### config.mk
export PLATFORM = sky130hd
export DESIGN_NAME = tewg_muldiv
export DESIGN_NICKNAME = d
export VERILOG_FILES = /design/src/hdl/tewg_pkg.sv /design/src/hdl/tewg_muldiv.sv
export SDC_FILE = /design/constraint.sdc
export NUM_CORES = 1
export LEC_CHECK = 0
export BUFFER_PORTS_ARGS = -buffer_cell sky130_fd_sc_hd__buf_2
export CAP_MARGIN = 15
export CORE_MARGIN = 2
export CORE_UTILIZATION = 55
export CTS_BUF_LIST = sky130_fd_sc_hd__clkbuf_4 sky130_fd_sc_hd__clkbuf_8
export CTS_CLUSTER_DIAMETER = 80
export DETAILED_ROUTE_END_ITERATION = 12
export GPL_ROUTABILITY_DRIVEN = 1
export GPL_TIMING_DRIVEN = 0
export PLACE_DENSITY = 0.84
export SKIP_CTS_REPAIR_TIMING = 1
export SLEW_MARGIN = 20
export SYNTH_ARGS = -nofsm -noshare
export SYNTH_HDL_FRONTEND = slang
export SYNTH_SLANG_ARGS = --single-unit
export TNS_END_PERCENT = 5
### constraint.sdc
create_clock -name i_clk -period 18 [get_ports i_clk]
set_input_delay 0.9 -clock i_clk [delete_from_list [all_inputs] [get_ports i_clk]]
set_output_delay 0.9 -clock i_clk [all_outputs]
set_load 0.05 [all_outputs]
### src/hdl/tewg_pkg.sv
`default_nettype none

package tewg_pkg;

    localparam int FRAME_BITS    = 24;
    localparam int VALUE_BITS    = 16;
    localparam int SINE_DEPTH    = 256;

    localparam int SINE_AW       = $clog2(SINE_DEPTH);
    localparam int TAB_BITS      = 16;
    localparam int TAB_FRAC      = 15;
    localparam int MUL_BITS      = (VALUE_BITS > SINE_AW + 1) ? VALUE_BITS : SINE_AW + 1;
    localparam int MC_BITS       = (FRAME_BITS > TAB_BITS - 1) ? FRAME_BITS : TAB_BITS - 1;
    localparam int ACC_BITS      = MUL_BITS + MC_BITS + 1;
    localparam int CNT_BITS      = $clog2(MUL_BITS);
    localparam int CFG_DATA_BITS = (FRAME_BITS > VALUE_BITS) ? FRAME_BITS : VALUE_BITS;
    localparam int CFG_IDX_BITS  = 3;

    localparam logic [63:0] PI_Q30      = 64'd3373259426;
    localparam logic [63:0] TWO_PI_Q30  = 64'd6746518852;
    localparam logic [63:0] HALF_PI_Q30 = 64'd1686629713;

    typedef enum logic [CFG_IDX_BITS-1:0] {
        REG_ENABLE = 3'd0,
        REG_SHAPE  = 3'd1,
        REG_START  = 3'd2,
        REG_WIDTH  = 3'd3,
        REG_AMP    = 3'd4,
        REG_BASE   = 3'd5
    } t_reg_idx;

    typedef enum logic [2:0] {
        SHAPE_STEP    = 3'd0,
        SHAPE_PULSE   = 3'd1,
        SHAPE_DOUBLET = 3'd2,
        SHAPE_RAMP    = 3'd3,
        SHAPE_SINE    = 3'd4
    } t_shape;

    typedef struct packed {
        logic                          enable;
        t_shape                        shape;
        logic [FRAME_BITS-1:0]         start_frame;
        logic [FRAME_BITS-1:0]         width_frames;
        logic signed [VALUE_BITS-1:0]  amplitude;
        logic signed [VALUE_BITS-1:0]  base_value;
    } t_cfg;

    typedef struct packed {
        logic                   start;
        logic                   div;
        logic [MUL_BITS-1:0]    mag;
        logic [MC_BITS-1:0]     mcand;
        logic [MC_BITS-1:0]     addend;
        logic [FRAME_BITS-1:0]  den;
    } t_md_req;

    typedef struct packed {
        logic                 done;
        logic [MUL_BITS-1:0]  result;
    } t_md_rsp;

    typedef enum logic [1:0] {
        MD_IDLE,
        MD_MUL,
        MD_ADD,
        MD_DIV
    } t_md_state;

    typedef enum logic [2:0] {
        ST_IDLE,
        ST_BOUND,
        ST_CMP,
        ST_SEL,
        ST_PHASE,
        ST_SCALE,
        ST_OUT
    } t_state;

    typedef logic [SINE_DEPTH-1:0][TAB_BITS-1:0] t_sine_tab;

    // sine of an angle in [0, pi/2], q30 in and out
    function automatic logic [63:0] sin_q30(input logic [63:0] x);
        logic [63:0]        x2;
        logic [63:0]        term;
        logic signed [63:0] sum;
        x2   = (x * x) >> 30;
        term = x;
        sum  = $signed(x);
        term = ((term * x2) >> 30) / 64'd6;
        sum  = sum - $signed(term);
        term = ((term * x2) >> 30) / 64'd20;
        sum  = sum + $signed(term);
        term = ((term * x2) >> 30) / 64'd42;
        sum  = sum - $signed(term);
        term = ((term * x2) >> 30) / 64'd72;
        sum  = sum + $signed(term);
        term = ((term * x2) >> 30) / 64'd110;
        sum  = sum - $signed(term);
        term = ((term * x2) >> 30) / 64'd156;
        sum  = sum + $signed(term);
        if (sum < 0) begin
            sum = '0;
        end
        return sum;
    endfunction

    function automatic t_sine_tab build_sine_tab();
        t_sine_tab   tab;
        logic [63:0] a;
        logic [63:0] v;
        logic        neg;
        for (int k = 0; k < SINE_DEPTH; k++) begin
            a   = (64'(k) * TWO_PI_Q30) / SINE_DEPTH;
            neg = 1'b0;
            if (a >= PI_Q30) begin
                a   = a - PI_Q30;
                neg = 1'b1;
            end
            if (a > HALF_PI_Q30) begin
                a = PI_Q30 - a;
            end
            v = (sin_q30(a) + 64'd16384) >> 15;
            if (v > 64'd32767) begin
                v = 64'd32767;
            end
            tab[k] = neg ? TAB_BITS'(-v) : TAB_BITS'(v);
        end
        return tab;
    endfunction

    localparam t_sine_tab SINE_TAB = build_sine_tab();

endpackage

`default_nettype wire

### src/hdl/tewg_muldiv.sv
`default_nettype none

module tewg_muldiv (
    input  logic                i_clk,
    input  logic                i_rst_n,
    input  tewg_pkg::t_md_req   i_req,
    output tewg_pkg::t_md_rsp   o_rsp
);
    import tewg_pkg::*;

    t_md_state              r_state;
    t_md_state              n_state;
    logic [CNT_BITS-1:0]    r_cnt;
    logic [CNT_BITS-1:0]    n_cnt;
    logic                   r_done;
    logic                   n_done;
    logic                   r_div;
    logic                   n_div;
    logic [MUL_BITS-1:0]    r_mag;
    logic [MUL_BITS-1:0]    n_mag;
    logic [MC_BITS-1:0]     r_mcand;
    logic [MC_BITS-1:0]     n_mcand;
    logic [MC_BITS-1:0]     r_addend;
    logic [MC_BITS-1:0]     n_addend;
    logic [FRAME_BITS-1:0]  r_den;
    logic [FRAME_BITS-1:0]  n_den;
    logic [ACC_BITS-1:0]    r_acc;
    logic [ACC_BITS-1:0]    n_acc;

    logic [MC_BITS:0]       s_part;
    logic [MC_BITS:0]       s_diff;
    logic                   s_ge;

    // restoring step: partial remainder with the next dividend bit
    assign s_part = r_acc[ACC_BITS-2:MUL_BITS-1];
    assign s_ge   = (s_part >= (MC_BITS + 1)'(r_den));
    assign s_diff = s_part - (MC_BITS + 1)'(r_den);

    always_comb begin
        n_state  = r_state;
        n_cnt    = r_cnt;
        n_done   = 1'b0;
        n_div    = r_div;
        n_mag    = r_mag;
        n_mcand  = r_mcand;
        n_addend = r_addend;
        n_den    = r_den;
        n_acc    = r_acc;
        unique case (r_state)
            MD_IDLE: begin
                if (i_req.start) begin
                    n_div    = i_req.div;
                    n_mag    = i_req.mag;
                    n_mcand  = i_req.mcand;
                    n_addend = i_req.addend;
                    n_den    = i_req.den;
                    n_acc    = '0;
                    n_cnt    = CNT_BITS'(MUL_BITS - 1);
                    n_state  = MD_MUL;
                end
            end
            MD_MUL: begin
                n_acc = (r_acc << 1) + (r_mag[MUL_BITS-1] ? ACC_BITS'(r_mcand) : '0);
                n_mag = r_mag << 1;
                if (r_cnt == '0) begin
                    n_state = MD_ADD;
                end else begin
                    n_cnt = r_cnt - 1'b1;
                end
            end
            MD_ADD: begin
                n_acc = r_acc + ACC_BITS'(r_addend);
                if (r_div) begin
                    n_cnt   = CNT_BITS'(MUL_BITS - 1);
                    n_state = MD_DIV;
                end else begin
                    n_done  = 1'b1;
                    n_state = MD_IDLE;
                end
            end
            MD_DIV: begin
                n_acc = {(s_ge ? s_diff : s_part), r_acc[MUL_BITS-2:0], s_ge};
                if (r_cnt == '0) begin
                    n_done  = 1'b1;
                    n_state = MD_IDLE;
                end else begin
                    n_cnt = r_cnt - 1'b1;
                end
            end
            default: n_state = MD_IDLE;
        endcase
    end

    always_ff @(posedge i_clk) begin
        if (!i_rst_n) begin
            r_state <= MD_IDLE;
            r_done  <= 1'b0;
        end else begin
            r_state <= n_state;
            r_done  <= n_done;
        end
    end

    always_ff @(posedge i_clk) begin
        r_cnt    <= n_cnt;
        r_div    <= n_div;
        r_mag    <= n_mag;
        r_mcand  <= n_mcand;
        r_addend <= n_addend;
        r_den    <= n_den;
        r_acc    <= n_acc;
    end

    assign o_rsp.done   = r_done;
    assign o_rsp.result = r_div ? r_acc[MUL_BITS-1:0]
                                : MUL_BITS'(r_acc[TAB_FRAC +: VALUE_BITS]);

endmodule

`default_nettype wire

==> results of run 1 <==
-- placed cells by master (no fill, tap or decap), drive strengths merged, types with 5 or more instances in the layout --
cell,instances
edfxtp,133
nand2,123
buf,123
a21oi,99
nor2,77
ha,72
clkbuf,59
o21ai,52
xnor2,51
inv,47
xor2,36
and2,32
a21o,32
nand3,21
mux2,19
nand4,17
a211oi,17
nor3,16
a31oi,11
nor2b,11
o21a,11
o221ai,11
o22ai,11
o211ai,9
mux2i,8
or3,8
and3,7
o31ai,6
o21bai,5
-- cell type report --
type | instances | area (um^2) | share of cell area, %
Buffer | 46 | 191.4 | 1.710
Clock inverter | 12 | 140.1 | 1.251
Inverter | 43 | 161.4 | 1.441
Timing Repair Buffer | 116 | 616.8 | 5.508
Tap cell | 229 | 286.5 | 2.559
Sequential cell | 136 | 4054 | 36.20
Clock buffer | 20 | 269.0 | 2.402
Multi-Input combinational cell | 817 | 5479 | 48.93
-- critical path, stage by stage, from the launching register on --
cell and delay [ns]:
edfxtp_1 0.53, and2_1 0.21, ha_1 0.22, fa_1 0.43
a211oi_1 0.35, nor3_1 0.12, a211oi_2 0.35, o21ai_1 0.22
a22oi_1 0.79, nor2_1 0.15, xor2_1 0.19, o21ai_0 0.23
o22ai_1 0.13
-- per-layer routing --
metal / routed length [um] / vias to the layer above / GRT usage [%]
li1: - / 4131 / -
met2: 12810 / 442 / 45.73
met1: 10760 / 4058 / 35.16
met4: 840 / 0 / 10.69
met3: 2207 / 68 / 5.369
met5: 0 / - / 0
-- where the power goes --
part,internal (uW),switching (uW)
clock,134,135
combinational,133,210
sequential,379,27.5
-- logic make-up after synthesis --
logic type                 share of synthesized area, %
and+or+nand+nor                                   15.65
AOI/OAI and AO/OA                                 19.33
DFF                                               41.03
buffers and inverters                             3.571
xor gates and xnor gates                          7.713
adders and majority gates                         9.726
muxes                                             2.976
-- sequential cells by signal, indices dropped and copies added (netlist names) --
name,flops
r_acc,40
r_addend,24
r_den,24
r_mcand,24
r_mag,16
r_cnt,4
r_state,2
r_div,1
r_done,1
-- worst max path at each step --
stage	from	endpoint	slack, ns	depth (start not counted)
floorplan	i_req[89]	r_mag[0]$_SDFFCE_PP0P_	10.57	2
global placement	i_req[89]	r_mag[7]$_DFFE_PP_	8.26	3
detailed placement	r_mag[15]$_DFFE_PP_	r_acc[37]$_DFFE_PP_	13.96	12
CTS	r_mag[15]$_DFFE_PP_	r_acc[37]$_DFFE_PP_	13.95	12
global route	r_mag[15]$_DFFE_PP_	r_acc[33]$_DFFE_PP_	13.69	12
finish	r_mag[15]$_DFFE_PP_	r_acc[37]$_DFFE_PP_	13.77	12
-- stage by stage --
step | total power, uW | worst slack [ns] | util (%)
final | 1019 | 13.77 | 62.98
after global placement | 738.8 | 8.264 | 60.22
after global routing | 1068 | 13.69 | 62.98
after detailed placement | 747.0 | 13.96 | 60.68
after floorplan | 656.1 | 10.57 | -
after CTS | 1015 | 13.95 | 62.98
==> metrics, run 1 <==
CTS tree=built; Hold Path Origin=r_mag[12]$_DFFE_PP_; Max-slew headroom=33.34%; Yosys cell types=66; worst hold slack=0.5099 ns; Synth top area share=40.43%; worst setup path category=reg -> reg; Synth Register Bits=136; share of cells above drive strength 1=15.13%; status=finished clean; Max Slew Vio Count=0; cell accounting for the most synthesized area=edfxtp_1; worst-margin pin slew=0.9999 ns; ant diodes=0; # placed instances=1,387; peak supply drop=0.06680 mV; top post-synthesis cells by area=edfxtp_1, ha_1, a21oi_1; Post-DP Area=0.01079 mm^2; # DRC=0; WHS Endpoint=r_mag[13]$_DFFE_PP_; crit end category=flip-flop; Die W=138.0 um; vias in the first global route=8,316; row count=49; Worst Path Max Fanout=8; Avg Cell Area, Syn=9.481 um^2; initial antenna violation count=0; final instance area=0.01120 mm^2; Ys Warns=0; clock skew=0.01920 ns; drt total wl=26,610 um; CP startpoint kind=flip-flop; Net count, final=1,344; clk buf depth=2; Initial DRT Pass Iterations=8; PortBufs=108; final setup fails=0; # clock sinks=136; pwr/cell area=91.01 mW/mm^2; Final Hold Fails=0; Reg2Reg Setup Slack=13.77 ns; H-tree depth=4; clock buffer count from CTS=17; DPL Wire Length=20,110 um; final worst path period share=23.48%; root buf cell=clkbuf_8; largest net degree at the start of global routing=28; post-synthesis cell area=0.009879 mm^2; Routed WL per cell=18.75 um; DR vias/cell=6.130; GP Congestion=0.9295; critical path required time=18.18 ns; RSZ-0062 raised after global routing=false; Vias=8,699; Async SR Flop Fraction=0%; Initial DRC Count=789; sequential-to-total area share from yosys stat=41.03%; Post-DRT Antenna Nets=0; P&R area growth vs syn=13.35%; Cells after Synth=1,042; Finished Layout Cells=1,419; R2R Path Start=r_mag[15]$_DFFE_PP_; Worst-path clk slew=0.09 ns; area of the core=0.01778 mm^2; max cap viols=0; worst skew pair latency=0.48 ns; fmax=236.6 MHz; Initial Util=55.57%; worst hold path stage count=2; Total GRT Usage=27.32%; Reg2Reg Depth=12; R2R Path End=r_acc[37]$_DFFE_PP_; first-pass GRT wire length=41,660 um; GR Overflow Total=0; Net Count, Synth=1,209; CP arrival=4.41 ns; ys flop type=edfxtp_1; Ports=109; top cells by count, synth=edfxtp_1, nand2_1, a21oi_1; setup TNS=0 ns; die height=138.0 um; LEAKAGE=0.004680 uW; # fillers=1,487; most common cell in the synthesized netlist=edfxtp_1; Hold Crit Class=reg -> reg; post-layout min period=4.227 ns; Die ar.=0.01905 mm^2; Post-synth EDFFs=133
Power figures use the tool's default switching activity.
==> run 2, diff against run 1 <==
Settings changed: ABC_AREA set to 1, PLACE_DENSITY 0.84 to 0.83.
Clock period 18 ns to 3.98 ns, I/O delays scaled along.
==> metrics, run 2 <==
Synth Register Bits=136; final instance area=0.01431 mm^2; row count=54; LEAKAGE=0.007640 uW; sequential-to-total area share from yosys stat=33.27%; most common cell in the synthesized netlist=nand2_1; root buf cell=clkbuf_8; Async SR Flop Fraction=0%; H-tree depth=4; worst setup path category=reg -> reg; Max Used Layer=met4; Largest Register=r_acc; Max-slew headroom=26.84%; worst hold slack=-0.02343 ns; ys flop type=edfxtp_1; worst skew pair latency=0.49 ns; Metal-1 WL=16,640 um; status=finished with violations; routed wl met3=3835 um; largest net degree at the start of global routing=34; clock skew=0.02001 ns; PortBufs=108; GR Overflow Total=0; CP startpoint kind=flip-flop; initial antenna violation count=0; commonest non-fill, non-tap cell in the layout=nand2_1; P&R area growth vs syn=17.45%; Synth top area share=32.78%; Net count, final=2,277; first-pass GRT wire length=63,890 um; Worst Path Max Fanout=5; max cap viols=0; CTS tree=built; Routed WL per cell=17.85 um; die height=152.8 um; Post-synth EDFFs=133; Post-DRT Antenna Nets=0; # fillers=1,956; RSZ-0062 raised after global routing=false; pwr/cell area=431.2 mW/mm^2; # DRC=0; Ports=109; CP arrival=3.15 ns; GP Congestion=1.123; worst-margin pin slew=1.097 ns; crit end category=flip-flop; clk buf depth=2; cell accounting for the most synthesized area=edfxtp_1; Worst-path clk slew=0.10 ns; Hold Crit Class=in -> reg; setup TNS=0 ns; Ys Warns=0; drt total wl=42,880 um; most frequent cells in the layout=nand2_1, inv_1, nand3_1, edfxtp_1, nor2_1; worst hold path stage count=3; Vias=13.30k; ant diodes=0; post-synthesis cell area=0.01219 mm^2; Initial DRT Pass Iterations=9; Die W=152.8 um; Avg Cell Area, Syn=6.410 um^2; Max Slew Vio Count=0; max FFs per register=40; Initial Util=56.01%; top post-synthesis cells by area=edfxtp_1, nand2_1, inv_1; vias in the first global route=12.04k; Cells after Synth=1,901; post-layout min period=2.921 ns; Net Count, Synth=2,068; Initial DRC Count=1,492; Yosys cell types=37; Post-DP Area=0.01316 mm^2; failing checks=negative hold slack; final setup fails=0; clock buffer count from CTS=17; DR vias/cell=5.533; Reg2Reg Depth=14; top cells by count, synth=nand2_1, inv_1, nand3_1; # clock sinks=136; share of cells above drive strength 1=8.196%; critical path required time=4.21 ns; Die ar.=0.02336 mm^2; peak supply drop=0.3081 mV; area of the core=0.02176 mm^2; fmax=342.3 MHz; Final Hold Fails=8; DPL Wire Length=33,730 um; final worst path period share=73.40%; Total GRT Usage=35.41%; detailed route wirelength on metal2=19,720 um
## run 2: cell types whose count changed after synthesis, sizes merged, moves of 14 or more
cell | before | now
xnor2 | 51 | 12
nand3b | 0 | 14
nand3 | 21 | 208
a21oi | 99 | 74
a211oi | 17 | 0
nand4 | 17 | 41
and2 | 32 | 4
nand2 | 123 | 733
inv | 43 | 355
clkbuf | 39 | 16
xor2 | 36 | 1
mux2 | 19 | 0
a21o | 32 | 0
nor2 | 77 | 128
## run 2: layout make-up
cell class / instances / area (um^2) / area share [%]
multi-input combinational: 1384 / 6686 / 46.72
clock inverter: 14 / 130.1 / 0.9093
tap: 280 / 350.3 / 2.448
inverter: 355 / 1333 / 9.311
clock buffer: 18 / 241.5 / 1.687
buffer: 26 / 123.9 / 0.8655
sequential: 136 / 4054 / 28.33
timing repair buffer: 190 / 1393 / 9.731
## run 2: routing by layer
layer  vias up  global-route usage [%]
met5         -                       0
li1       6497                       -
met3       156                   4.877
met4         0                   19.66
met1      5918                   45.26
met2       725                   58.15
## run 2: critical path: stages (launching register included)
cell and delay [ns]:
edfxtp_1 0.62, inv_1 0.25, ha_1 0.18, inv_1 0.07, fa_1 0.40, nand3_1 0.14, nand3_1 0.20, nand2_1 0.11
nand2_1 0.13, nand2_1 0.13, nand3_1 0.09, nand2_1 0.07, nand3_1 0.08, nand2_1 0.11, nand3_1 0.08
## run 2: cells by family (layout without fill, tap and decap cells)
| logic type | count (synthesis) | after routing | share of synthesized area, % |
|---|---|---|---|
| flip-flops | 136 | 136 | 33.27 |
| buffers and inverters | 381 | 603 | 11.95 |
| AND/OR/NAND/NOR | 1157 | 1157 | 39.80 |
| AO/OA/AOI/OAI | 139 | 139 | 6.161 |
| XOR/XNOR | 13 | 13 | 0.9344 |
| adder cells (fa/ha/maj) | 75 | 75 | 7.886 |
## run 2: path summary, 6_finish.rpt
kind	start	end	slack [ns]
hold reg to reg	r_mag[8]$_DFFE_PP_	r_mag[9]$_DFFE_PP_	0.53
hold / removal	i_req[77]	r_mag[5]$_DFFE_PP_	-0.02
setup / recovery	r_acc[15]$_DFFE_PP_	r_acc[38]$_DFFE_PP_	1.06
setup reg to reg	r_acc[15]$_DFFE_PP_	r_acc[38]$_DFFE_PP_	1.06
## run 2: where the power goes
part           internal, uW  total (uW)  switching [uW]
registers              1800        2070             266
logic                   930        2940            2010
clock network           465        1170             700
## run 2: through the flow
| stage | utilization [%] | hold WS [ns] | power, uW | worst slack (ns) | cells |
|---|---|---|---|---|---|
| after CTS | 62.19 | -0.1299 | 6009 | 1.139 | 2325 |
| final | 65.78 | -0.02343 | 6170 | 1.059 | 2403 |
| after global routing | 65.78 | 0.004308 | 6540 | 0.8567 | 2403 |
| after floorplan | - | 0.2979 | 3972 | 1.109 | 1901 |
| after global placement | 60.12 | 0.3749 | 4801 | 0.3064 | 2289 |
| after detailed placement | 60.48 | 0.3771 | 4862 | 1.151 | 2293 |
